<file path="src/hdl/bsr_pkg.sv">
// ============================================================================
// bsr_pkg
// Shared types and constants of the beeper sample renderer.
// ============================================================================
package bsr_pkg;

    localparam int CLK_W = 24;
    localparam int CPS_W = 16;
    localparam int VOL_W = 4;
    localparam int SMP_W = 16;
    localparam int CNT_W = 7;

    localparam logic OP_PUSH   = 1'b0;
    localparam logic OP_RENDER = 1'b1;

    localparam logic [2:0] CFG_VOLUME = 3'd0;
    localparam logic [2:0] CFG_CPS    = 3'd1;
    localparam logic [2:0] CFG_MODE   = 3'd2;
    localparam logic [2:0] CFG_BUZZER = 3'd3;
    localparam logic [2:0] CFG_FREQ   = 3'd4;

    typedef struct packed {
        logic             op;
        logic [CLK_W-1:0] clk;
        logic             en;
        logic [CNT_W-1:0] cnt;
    } cmd_t;

endpackage

</file>
<file path="src/hdl/beeper_sample_renderer.sv">
// ============================================================================
// beeper_sample_renderer
// Renders an emulated speaker beep into signed audio samples.
// ============================================================================
// Requests enter on the s_axis channel: a push request stores one speaker
// event (duration, level) in the event queue; a render request produces
// sample_count samples (at most MAX_SAMPLES) on m_axis, tlast marking the
// final one. Registers are written on the cfg port, only while the block
// is idle: a rule for the user that the block itself does not enforce.
// A two-entry request queue decouples acceptance from the render engine and
// registers each request before it reaches the engine.
// Event mode walks the queue one event per cycle and then runs a restoring
// divide per sample. Rate mode accumulates phase steps into each sample.
// Silenced samples and the samples after the queue runs dry skip the divide.
// Pushes are taken in the idle state; a push to a full queue is dropped.
// Reset clears the queue count, head, speaker level and phase; stored
// event entries are not cleared.
// When the receiver stalls, the sample waits in the output register and the
// engine holds at its next sample; the request queue accepts until full.
// ============================================================================
module beeper_sample_renderer
    import bsr_pkg::*;
#(
    parameter int QUEUE_DEPTH = 64,
    parameter int MAX_SAMPLES = 64
)
(
    input  logic        clk,
    input  logic        rst_n,
    input  logic        s_axis_tvalid,
    output logic        s_axis_tready,
    input  logic [31:0] s_axis_tdata,  // event_clock[23:0], event_enable, sample_count[6:0]
    input  logic        s_axis_tuser,  // operation
    output logic        m_axis_tvalid,
    input  logic        m_axis_tready,
    output logic [15:0] m_axis_tdata,  // sample
    output logic        m_axis_tlast,
    input  logic        cfg_we,
    input  logic [2:0]  cfg_index,
    input  logic [15:0] cfg_data
);

    logic [VOL_W-1:0] volume_reg;
    logic [CPS_W-1:0] cps_reg;
    logic             mode_reg;
    logic             buzzer_reg;
    logic [CPS_W-1:0] freq_reg;
    cmd_t             in_cmd, q_cmd;
    logic             q_valid, q_ready;
    logic signed [SMP_W-1:0] smp;

    assign in_cmd.op  = s_axis_tuser;
    assign in_cmd.clk = s_axis_tdata[23:0];
    assign in_cmd.en  = s_axis_tdata[24];
    assign in_cmd.cnt = s_axis_tdata[31:25];
    assign m_axis_tdata = smp;

    always_ff @(posedge clk or negedge rst_n)
    begin
        if (!rst_n)
        begin
            volume_reg <= '0;
            cps_reg    <= '0;
            mode_reg   <= 1'b0;
            buzzer_reg <= 1'b0;
            freq_reg   <= '0;
        end
        else if (cfg_we)
        begin
            unique case (cfg_index)
                CFG_VOLUME: volume_reg <= cfg_data[VOL_W-1:0];
                CFG_CPS:    cps_reg    <= cfg_data;
                CFG_MODE:   mode_reg   <= cfg_data[0];
                CFG_BUZZER: buzzer_reg <= cfg_data[0];
                CFG_FREQ:   freq_reg   <= cfg_data;
                default:    ;
            endcase
        end
    end

    bsr_front u_front
    (
        .clk       (clk),
        .rst_n     (rst_n),
        .in_valid  (s_axis_tvalid),
        .in_ready  (s_axis_tready),
        .in_cmd    (in_cmd),
        .out_valid (q_valid),
        .out_ready (q_ready),
        .out_cmd   (q_cmd)
    );

    bsr_engine #(
        .QUEUE_DEPTH (QUEUE_DEPTH),
        .MAX_SAMPLES (MAX_SAMPLES)
    ) u_engine
    (
        .clk               (clk),
        .rst_n             (rst_n),
        .cmd_valid         (q_valid),
        .cmd_ready         (q_ready),
        .cmd               (q_cmd),
        .volume            (volume_reg),
        .clocks_per_sample (cps_reg),
        .gen_mode          (mode_reg),
        .buzzer_on         (buzzer_reg),
        .freq_step         (freq_reg),
        .o_valid           (m_axis_tvalid),
        .o_ready           (m_axis_tready),
        .o_sample          (smp),
        .o_last            (m_axis_tlast)
    );

endmodule

</file>
<file path="src/hdl/bsr_front.sv">
// ============================================================================
// bsr_front
// Accepts requests and holds them in a two-entry queue for the render engine.
// ============================================================================
module bsr_front
    import bsr_pkg::*;
(
    input  logic clk,
    input  logic rst_n,
    input  logic in_valid,
    output logic in_ready,
    input  cmd_t in_cmd,
    output logic out_valid,
    input  logic out_ready,
    output cmd_t out_cmd
);

    cmd_t       q_reg [2];
    logic       wp_reg, wp_next, rp_reg, rp_next;
    logic [1:0] n_reg, n_next;
    logic       push, pop;

    assign in_ready  = (n_reg != 2'd2);
    assign out_valid = (n_reg != 2'd0);
    assign out_cmd   = q_reg[rp_reg];
    assign push      = in_valid && in_ready;
    assign pop       = out_valid && out_ready;

    always_comb
    begin
        wp_next = push ? ~wp_reg : wp_reg;
        rp_next = pop ? ~rp_reg : rp_reg;
        n_next  = n_reg + {1'b0, push} - {1'b0, pop};
    end

    always_ff @(posedge clk)
    begin
        if (push)
        begin
            q_reg[wp_reg] <= in_cmd;
        end
    end

    always_ff @(posedge clk or negedge rst_n)
    begin
        if (!rst_n)
        begin
            wp_reg <= 1'b0;
            rp_reg <= 1'b0;
            n_reg  <= 2'd0;
        end
        else
        begin
            wp_reg <= wp_next;
            rp_reg <= rp_next;
            n_reg  <= n_next;
        end
    end

endmodule

</file>
<file path="src/hdl/bsr_div.sv">
// ============================================================================
// bsr_div
// Restoring divider producing one quotient bit per cycle.
// ============================================================================
module bsr_div
    import bsr_pkg::*;
(
    input  logic             clk,
    input  logic             rst_n,
    input  logic             start,
    input  logic [39:0]      dividend,
    input  logic [CPS_W-1:0] divisor,
    output logic             done,
    output logic [39:0]      quotient
);

    logic [39:0]      q_reg, q_next;
    logic [CPS_W:0]   r_reg, r_next;
    logic [5:0]       i_reg, i_next;
    logic             busy_reg, busy_next;
    logic             done_reg, done_next;
    logic [CPS_W+1:0] trial;

    assign done     = done_reg;
    assign quotient = q_reg;

    always_comb
    begin
        q_next    = q_reg;
        r_next    = r_reg;
        i_next    = i_reg;
        busy_next = busy_reg;
        done_next = 1'b0;
        trial     = '0;
        if (start)
        begin
            q_next    = dividend;
            r_next    = '0;
            i_next    = 6'd40;
            busy_next = 1'b1;
        end
        else if (busy_reg)
        begin
            trial = {r_reg, q_reg[39]} - {2'b00, divisor};
            if (!trial[CPS_W+1])
            begin
                r_next = trial[CPS_W:0];
                q_next = {q_reg[38:0], 1'b1};
            end
            else
            begin
                r_next = {r_reg[CPS_W-1:0], q_reg[39]};
                q_next = {q_reg[38:0], 1'b0};
            end
            i_next = i_reg - 6'd1;
            if (i_reg == 6'd1)
            begin
                busy_next = 1'b0;
                done_next = 1'b1;
            end
        end
    end

    always_ff @(posedge clk)
    begin
        q_reg <= q_next;
        r_reg <= r_next;
        i_reg <= i_next;
    end

    always_ff @(posedge clk or negedge rst_n)
    begin
        if (!rst_n)
        begin
            busy_reg <= 1'b0;
            done_reg <= 1'b0;
        end
        else
        begin
            busy_reg <= busy_next;
            done_reg <= done_next;
        end
    end

endmodule

</file>
<file path="src/hdl/bsr_engine.sv">
// ============================================================================
// bsr_engine
// Executes pushes and renders: event queue walk, divider and rate generator.
// ============================================================================
module bsr_engine
    import bsr_pkg::*;
#(
    parameter int QUEUE_DEPTH = 64,
    parameter int MAX_SAMPLES = 64
)
(
    input  logic                    clk,
    input  logic                    rst_n,
    input  logic                    cmd_valid,
    output logic                    cmd_ready,
    input  cmd_t                    cmd,
    input  logic [VOL_W-1:0]        volume,
    input  logic [CPS_W-1:0]        clocks_per_sample,
    input  logic                    gen_mode,
    input  logic                    buzzer_on,
    input  logic [CPS_W-1:0]        freq_step,
    output logic                    o_valid,
    input  logic                    o_ready,
    output logic signed [SMP_W-1:0] o_sample,
    output logic                    o_last
);

    localparam int QA_W = $clog2(QUEUE_DEPTH);
    localparam int QC_W = $clog2(QUEUE_DEPTH + 1);

    typedef enum logic [7:0] {
        S_IDLE  = 8'b00000001,
        S_RD    = 8'b00000010,
        S_WALK  = 8'b00000100,
        S_DIV   = 8'b00001000,
        S_DWAIT = 8'b00010000,
        S_RATE  = 8'b00100000,
        S_EMIT  = 8'b01000000,
        S_FLUSH = 8'b10000000
    } state_t;

    logic [CLK_W-1:0] mem_clk [QUEUE_DEPTH];
    logic             mem_en  [QUEUE_DEPTH];
    logic [CLK_W-1:0] rd_clk_reg;
    logic             rd_en_reg;

    state_t           st_reg, st_next;
    logic [QC_W-1:0]  cnt_reg, cnt_next;
    logic [QA_W-1:0]  head_reg, head_next;
    logic             lvl_reg, lvl_next;
    logic [15:0]      ph_reg, ph_next;
    logic [CNT_W-1:0] n_reg, n_next;
    logic [CNT_W-1:0] k_reg, k_next;
    logic [CPS_W-1:0] rem_reg, rem_next;
    logic [CPS_W-1:0] acc_reg, acc_next;
    logic             mode_reg, mode_next;
    logic             rate_reg, rate_next;
    logic             drop_reg, drop_next;
    logic [1:0]       sub_reg, sub_next;
    logic signed [SMP_W-1:0] s_reg, s_next;
    logic signed [SMP_W-1:0] v_reg, v_next;
    logic             ov_reg, ov_next, ol_reg, ol_next;
    logic             wr_en, wb_en;
    logic [31:0]      wr_sum;
    logic [QA_W-1:0]  wr_addr;
    logic [QA_W-1:0]  head_inc;
    logic [CLK_W-1:0] wb_val;
    logic             div_start, div_done;
    logic [39:0]      div_q;
    logic [19:0]      prod;
    logic [39:0]      dividend;
    logic [CNT_W-1:0] n_cut;
    logic [15:0]      ph_add;
    logic signed [SMP_W-1:0] amp;
    logic             ofree;

    assign o_valid  = ov_reg;
    assign o_sample = s_reg;
    assign o_last   = ol_reg;
    assign ofree    = !ov_reg || o_ready;
    assign wr_sum   = 32'(head_reg) + 32'(cnt_reg);
    assign wr_addr  = (wr_sum >= 32'(QUEUE_DEPTH)) ? QA_W'(wr_sum - 32'(QUEUE_DEPTH))
                                                   : QA_W'(wr_sum);
    assign head_inc = (head_reg == QA_W'(QUEUE_DEPTH - 1)) ? '0 : head_reg + QA_W'(1);
    assign n_cut    = (cmd.cnt > CNT_W'(MAX_SAMPLES)) ? CNT_W'(MAX_SAMPLES) : cmd.cnt;
    assign ph_add   = ph_reg + freq_step;
    assign amp      = SMP_W'({volume, 8'd0});
    assign prod     = 20'(acc_reg) * 20'(volume);
    assign dividend = {9'd0, prod, 11'd0};

    bsr_div u_div
    (
        .clk      (clk),
        .rst_n    (rst_n),
        .start    (div_start),
        .dividend (dividend),
        .divisor  (clocks_per_sample),
        .done     (div_done),
        .quotient (div_q)
    );

    always_ff @(posedge clk)
    begin
        if (wr_en)
        begin
            mem_clk[wr_addr] <= cmd.clk;
            mem_en[wr_addr]  <= cmd.en;
        end
        else if (wb_en)
        begin
            mem_clk[head_reg] <= wb_val;
        end
        rd_clk_reg <= mem_clk[head_next];
        rd_en_reg  <= mem_en[head_next];
    end

    always_comb
    begin
        st_next   = st_reg;
        cnt_next  = cnt_reg;
        head_next = head_reg;
        lvl_next  = lvl_reg;
        ph_next   = ph_reg;
        n_next    = n_reg;
        k_next    = k_reg;
        rem_next  = rem_reg;
        acc_next  = acc_reg;
        mode_next = mode_reg;
        rate_next = rate_reg;
        drop_next = drop_reg;
        sub_next  = sub_reg;
        s_next    = s_reg;
        v_next    = v_reg;
        ov_next   = ov_reg && !o_ready;
        ol_next   = ol_reg;
        wr_en     = 1'b0;
        wb_en     = 1'b0;
        wb_val    = rd_clk_reg - CLK_W'(rem_reg);
        div_start = 1'b0;
        cmd_ready = 1'b0;
        unique case (st_reg)
            S_IDLE:
            begin
                cmd_ready = 1'b1;
                if (cmd_valid)
                begin
                    if (cmd.op == OP_PUSH)
                    begin
                        if (32'(cnt_reg) < QUEUE_DEPTH)
                        begin
                            wr_en    = 1'b1;
                            cnt_next = cnt_reg + QC_W'(1);
                        end
                    end
                    else if (n_cut != '0)
                    begin
                        n_next    = n_cut;
                        k_next    = '0;
                        mode_next = 1'b0;
                        rate_next = 1'b0;
                        drop_next = 1'b0;
                        v_next    = '0;
                        if (volume == '0)
                            st_next = S_FLUSH;
                        else if (!gen_mode)
                        begin
                            if (cnt_reg == '0 || clocks_per_sample == '0)
                                st_next = S_FLUSH;
                            else
                                st_next = S_RD;
                        end
                        else if (buzzer_on && freq_step != '0)
                        begin
                            rate_next = 1'b1;
                            sub_next  = '0;
                            st_next   = S_RATE;
                        end
                        else
                            st_next = S_FLUSH;
                    end
                end
            end
            S_RD:
            begin
                rem_next = clocks_per_sample;
                acc_next = '0;
                st_next  = S_WALK;
            end
            S_WALK:
            begin
                if (CLK_W'(rem_reg) < rd_clk_reg)
                begin
                    if (lvl_reg)
                        acc_next = acc_reg + rem_reg;
                    wb_en   = 1'b1;
                    st_next = S_DIV;
                end
                else
                begin
                    head_next = head_inc;
                    cnt_next  = cnt_reg - QC_W'(1);
                    if (cnt_reg > QC_W'(1))
                    begin
                        rem_next = rem_reg - CPS_W'(rd_clk_reg);
                        if (lvl_reg)
                            acc_next = acc_reg + CPS_W'(rd_clk_reg);
                        lvl_next = rd_en_reg;
                    end
                    else
                    begin
                        if (lvl_reg)
                            acc_next = acc_reg + rem_reg;
                        mode_next = lvl_reg;
                        drop_next = 1'b1;
                        st_next   = S_DIV;
                    end
                end
            end
            S_DIV:
            begin
                div_start = 1'b1;
                st_next   = S_DWAIT;
            end
            S_DWAIT:
            begin
                if (div_done)
                begin
                    v_next  = SMP_W'(div_q);
                    st_next = S_EMIT;
                end
            end
            S_RATE:
            begin
                ph_next  = ph_add;
                v_next   = ph_add[15] ? v_reg + amp : v_reg - amp;
                sub_next = sub_reg + 2'd1;
                if (sub_reg == 2'd3)
                    st_next = S_EMIT;
            end
            S_EMIT:
            begin
                if (ofree)
                begin
                    ov_next = 1'b1;
                    s_next  = v_reg;
                    ol_next = (k_reg + CNT_W'(1) == n_reg);
                    k_next  = k_reg + CNT_W'(1);
                    v_next  = mode_reg ? (v_reg >>> 1) : '0;
                    if (k_reg + CNT_W'(1) == n_reg)
                        st_next = S_IDLE;
                    else if (rate_reg)
                    begin
                        sub_next = '0;
                        st_next  = S_RATE;
                    end
                    else if (drop_reg)
                        st_next = S_FLUSH;
                    else
                        st_next = S_RD;
                end
            end
            S_FLUSH:
            begin
                if (ofree)
                begin
                    ov_next = 1'b1;
                    s_next  = v_reg;
                    v_next  = mode_reg ? (v_reg >>> 1) : '0;
                    ol_next = (k_reg + CNT_W'(1) == n_reg);
                    k_next  = k_reg + CNT_W'(1);
                    if (k_reg + CNT_W'(1) == n_reg)
                        st_next = S_IDLE;
                end
            end
            default:
            begin
                st_next = S_IDLE;
            end
        endcase
    end

    always_ff @(posedge clk)
    begin
        n_reg    <= n_next;
        k_reg    <= k_next;
        rem_reg  <= rem_next;
        acc_reg  <= acc_next;
        sub_reg  <= sub_next;
        s_reg    <= s_next;
        v_reg    <= v_next;
        mode_reg <= mode_next;
        rate_reg <= rate_next;
        drop_reg <= drop_next;
        ol_reg   <= ol_next;
    end

    always_ff @(posedge clk or negedge rst_n)
    begin
        if (!rst_n)
        begin
            st_reg   <= S_IDLE;
            cnt_reg  <= '0;
            head_reg <= '0;
            lvl_reg  <= 1'b0;
            ph_reg   <= '0;
            ov_reg   <= 1'b0;
        end
        else
        begin
            st_reg   <= st_next;
            cnt_reg  <= cnt_next;
            head_reg <= head_next;
            lvl_reg  <= lvl_next;
            ph_reg   <= ph_next;
            ov_reg   <= ov_next;
        end
    end

endmodule
</file>
<file path="config.mk">
export PLATFORM = sky130hd
export DESIGN_NAME = beeper_sample_renderer
export DESIGN_NICKNAME = d
export VERILOG_FILES = /design/src/hdl/bsr_pkg.sv /design/src/hdl/beeper_sample_renderer.sv /design/src/hdl/bsr_front.sv /design/src/hdl/bsr_div.sv /design/src/hdl/bsr_engine.sv
export SDC_FILE = /design/constraint.sdc
export NUM_CORES = 2
export LEC_CHECK = 0
export BUFFER_PORTS_ARGS = -buffer_cell sky130_fd_sc_hd__buf_2
export CAP_MARGIN = 20
export CORE_UTILIZATION = 25
export DETAILED_ROUTE_END_ITERATION = 10
export PLACE_DENSITY = 0.39
export SLEW_MARGIN = 20
export SYNTH_ARGS = -nofsm -noshare
export SYNTH_HDL_FRONTEND = slang
export SYNTH_SLANG_ARGS = --single-unit
</file>
<file path="constraint.sdc">
create_clock -name clk -period 6 [get_ports clk]
set_clock_uncertainty 0.15 [all_clocks]
set_input_delay 0.3 -clock clk [delete_from_list [all_inputs] [get_ports clk]]
set_output_delay 0.3 -clock clk [all_outputs]
set_load 0.1 [all_outputs]
</file>
==> run summary <==
Status -> completed
First-pass GRT wire length -> 399,000 microns
RePlAce Congestion -> 0.837
YS warnings -> 0
Fmax -> 171 MHz
Vias in the first global route -> 52.4k
Unrepaired setup endpoints after global routing -> no
Sw Ratio -> 30.3%
Vias per cell -> 4.77
Setup-failing EPs final -> 0
Multi-input combinational cell area -> 24,800 sq um
Max reg flops -> 1,536
Most common cell on crit path -> buf_4
Slowest CP cell -> dfxtp_1
Total Neg Setup Slack -> 0 ns
Type of the worst setup path -> reg2reg
R2R setup slack -> 0.15 ns
CP Depth -> 16
Post-synth EDFFs -> 1,770
Final hold vios -> 0
Post-route cell area -> 98,800 sq um
Ports -> 76
PwrDens -> 397 nW/um^2
Worst Setup SP -> u_engine.rd_clk_reg[15]$_DFF_P_
ANT nets after route -> 0
Hold crit path type -> in2reg
Setup crit end kind -> flip-flop
CTS tree -> built
Net Count, Synth -> 6,233
Total gr overflow -> 0
Synthesized area -> 82,600 sq um
Cell breakdown of the critical path -> ha_1 -> a21oi_1 -> o21ai_0 -> or3_4 -> a211oi_4 -> o211ai_1 -> xor2_4 -> inv_6 -> buf_12 -> buf_4 -> nand2_1 -> nand3_1 -> a32o_1 -> nor4_1 -> buf_4 -> nand4b_1
Die W -> 577 microns
IO buf count -> 75
Leakage -> 35.2 nW
Antenna violations before repair -> 16
Layout net count -> 6,605
Met3 usage -> 2.21%
Crit path buf inv count -> 4
Worst Setup EP -> u_engine.rd_clk_reg[2]$_DFF_P_
Sequential cell area -> 56,600 sq um
Worst reg2reg path startpoint -> u_engine.rd_clk_reg[15]$_DFF_P_
VDD IR max -> 0.317 mV
CORE AREA -> 328,000 sq um
Initial DRC count -> 3,806
Cells after Synth -> 6,002
Initial Utilization -> 25.2%
Largest net degree at the start of global routing -> 74
Sequential share of the synthesized area -> 68.5%
Worst-path clk slew -> 0.06 ns
Die area -> 333,000 sq um
Clock Tree Root -> clkbuf_16
Worst setup SP type -> flip-flop
Clock share of power -> 33.8%
Wire length per cell -> 25.9 microns
FILL cells -> 32.9k
WP data required -> 6.42 ns
Drt first pass iters -> 6
Final Max Tran Viols -> 0
Cts bufs inserted -> 215
Slew Limit Headroom -> 24.5%
Synth unique cells -> 88
Yosys top cell area share -> 64.3%
Number of max-cap violations -> 0
Area grow syn2layout -> 19.6%
RR Endpoint -> u_engine.rd_clk_reg[2]$_DFF_P_
Synth Area per Inst -> 13.8 sq um
Post-place instance area -> 91,000 sq um
# H-tree levels -> 4
Residual DRC -> 0
Global Route met1 Usage -> 22.3%
Vias -> 51.9k
Yosys top cell by area -> edfxtp_1
WL final -> 282,000 microns
Post-layout min period -> 5.85 ns
Critical Path Fanout Max -> 46
Worst hold slack -> 0.0560 ns
Worst path max stage delay -> 0.55 ns
Int Power -> 0.0274 W
Most Crowded Layer GR -> met2
Power share of the combinational group -> 20.9%
# clock sinks -> 1,921
Crit path max-delay family -> compound AO/OA/AOI/OAI gates
Net Sw Power -> 0.0119 W
Total Routing Usage GR -> 16.6%
Row count -> 210
Worst EP arrival -> 6.27 ns
Async SR Flop Fraction -> 4.32%
Die Height -> 577 microns
Clk_lat worst skew -> 0.93 ns
Share of power burned in registers -> 45.3%
Ys flop type -> edfxtp_1
Synth top area cells -> edfxtp_1, mux2i_1, nand2_1, dfrtp_1, ha_1
Worst slew pin tran -> 1.13 ns
Grt met2 use -> 28.3%
Detail Placement HPWL -> 177,000 microns
Share of cells above drive strength 1 -> 14.3%
CTS Buffer Depth -> 4
Synth Register Bits -> 1,921
Final period utilization -> 97.5%
Reg2reg path depth -> 16
[how the worst min path moves through the flow]
stage                                                 to  cells past startpoint             start  slack (ns)
after floorplan                   buzzer_reg$_DFFE_PN0P_                      0             rst_n       -0.15
final                     u_front.q_reg[1][30]$_DFFE_PP_                      2  s_axis_tdata[22]        0.06
after global placement    u_engine.ph_reg[9]$_DFFE_PN0P_                      1             rst_n        0.22
after CTS                 u_front.q_reg[1][19]$_DFFE_PP_                      2  s_axis_tdata[11]      0.0007
after detailed placement  u_engine.ph_reg[8]$_DFFE_PN0P_                      1             rst_n        0.22
after global routing      u_front.q_reg[0][30]$_DFFE_PP_                      2  s_axis_tdata[22]        0.02
[layer usage]
metal	vias to the layer above	wire [microns]
li1	23600	-
met1	26900	128000
met2	1075	136000
met3	341	10900
met4	4	6910
met5	-	28
[cell families after synthesis]
group | Yosys count | share of synthesized area (%)
adders and majority gates | 175 | 2.97
DFF | 1921 | 68.5
and+or+nand+nor | 1892 | 10.6
buffers and inverters | 504 | 2.44
AOI/OAI and AO/OA | 961 | 8.27
muxes | 419 | 5.89
xor gates and xnor gates | 130 | 1.38
[cell type report]
type                       instances  share of cell area, %
antenna                            5                 0.0127
sequential                      1921                   57.3
clock buffer                     278                   5.78
clock inverter                   111                   1.22
timing repair buffer             499                   4.48
inverter                         160                  0.625
multi-input combinational       3577                   25.1
tap                             4346                   5.50
[power by group through the flow]
stage	logic, W	clock network (W)	registers, W
after floorplan	0.00447	0	0.0182
final	0.00820	0.0133	0.0178
after detailed placement	0.00828	0	0.0181
after global placement	0.00816	0	0.0181
after CTS	0.00839	0.0136	0.0178
after global routing	0.00898	0.0141	0.0179
[synth_stat cells (45+ instances only)]
| library cell | number |
|---|---|
| mux2i_1 | 340 |
| o21ai_0 | 177 |
| a21oi_1 | 141 |
| nand2_1 | 820 |
| mux4_2 | 50 |
| dfrtp_1 | 82 |
| inv_1 | 157 |
| nor2_1 | 299 |
| nand3_1 | 307 |
| xnor2_1 | 86 |
| clkbuf_1 | 233 |
| nor4_1 | 62 |
| a221oi_1 | 53 |
| dfxtp_1 | 68 |
| a311oi_1 | 52 |
| nor3_1 | 45 |
| a211oi_1 | 150 |
| edfxtp_1 | 1770 |
| and3_1 | 166 |
| a32oi_1 | 51 |
| buf_2 | 64 |
| ha_1 | 138 |
[cells in the final DEF, fill, tap and decap left out, drive strengths merged, types with 27 or more instances in the layout]
cell         instances
nor2b               33
fa                  36
clkbuf             278
buf                411
inv                161
clkinv              81
o21ai              180
a22oi               32
a21o                27
a21oi              142
o22ai               31
a211oi             151
mux4                51
and3               166
nor3                45
xor2                44
mux2                28
xnor2               86
ha                 138
a311oi              52
dfxtp               68
dlygate4sd3         88
a221oi              53
nor4                63
and2                41
mux2i              340
edfxtp            1770
nand3              307
nor2               301
a32o                27
dfrtp               82
a32oi               51
nand2              821
[what timing repair did]
item,in CTS,in global routing
pin swaps,0,2
gates resized for setup,1,4
setup endpoints to repair,1,4
gates cloned,0,0
buffers inserted,0,1
hold buffers,89,0
endpoints found under the hold margin,151,0
[metrics by stage]
step                setup slack [ns]  instances  total power (W)  utilization, %
finish                         0.148      10900           0.0393            30.1
global route                   0.102      10900           0.0409            30.1
CTS                           0.0891      10900           0.0398            30.1
detailed placement           -0.0127      10400           0.0264            27.7
global placement              -0.129      10400           0.0262            27.7
floorplan                    -0.0160       6002           0.0227               -
No activity file was read; power rests on OpenSTA's default activity.
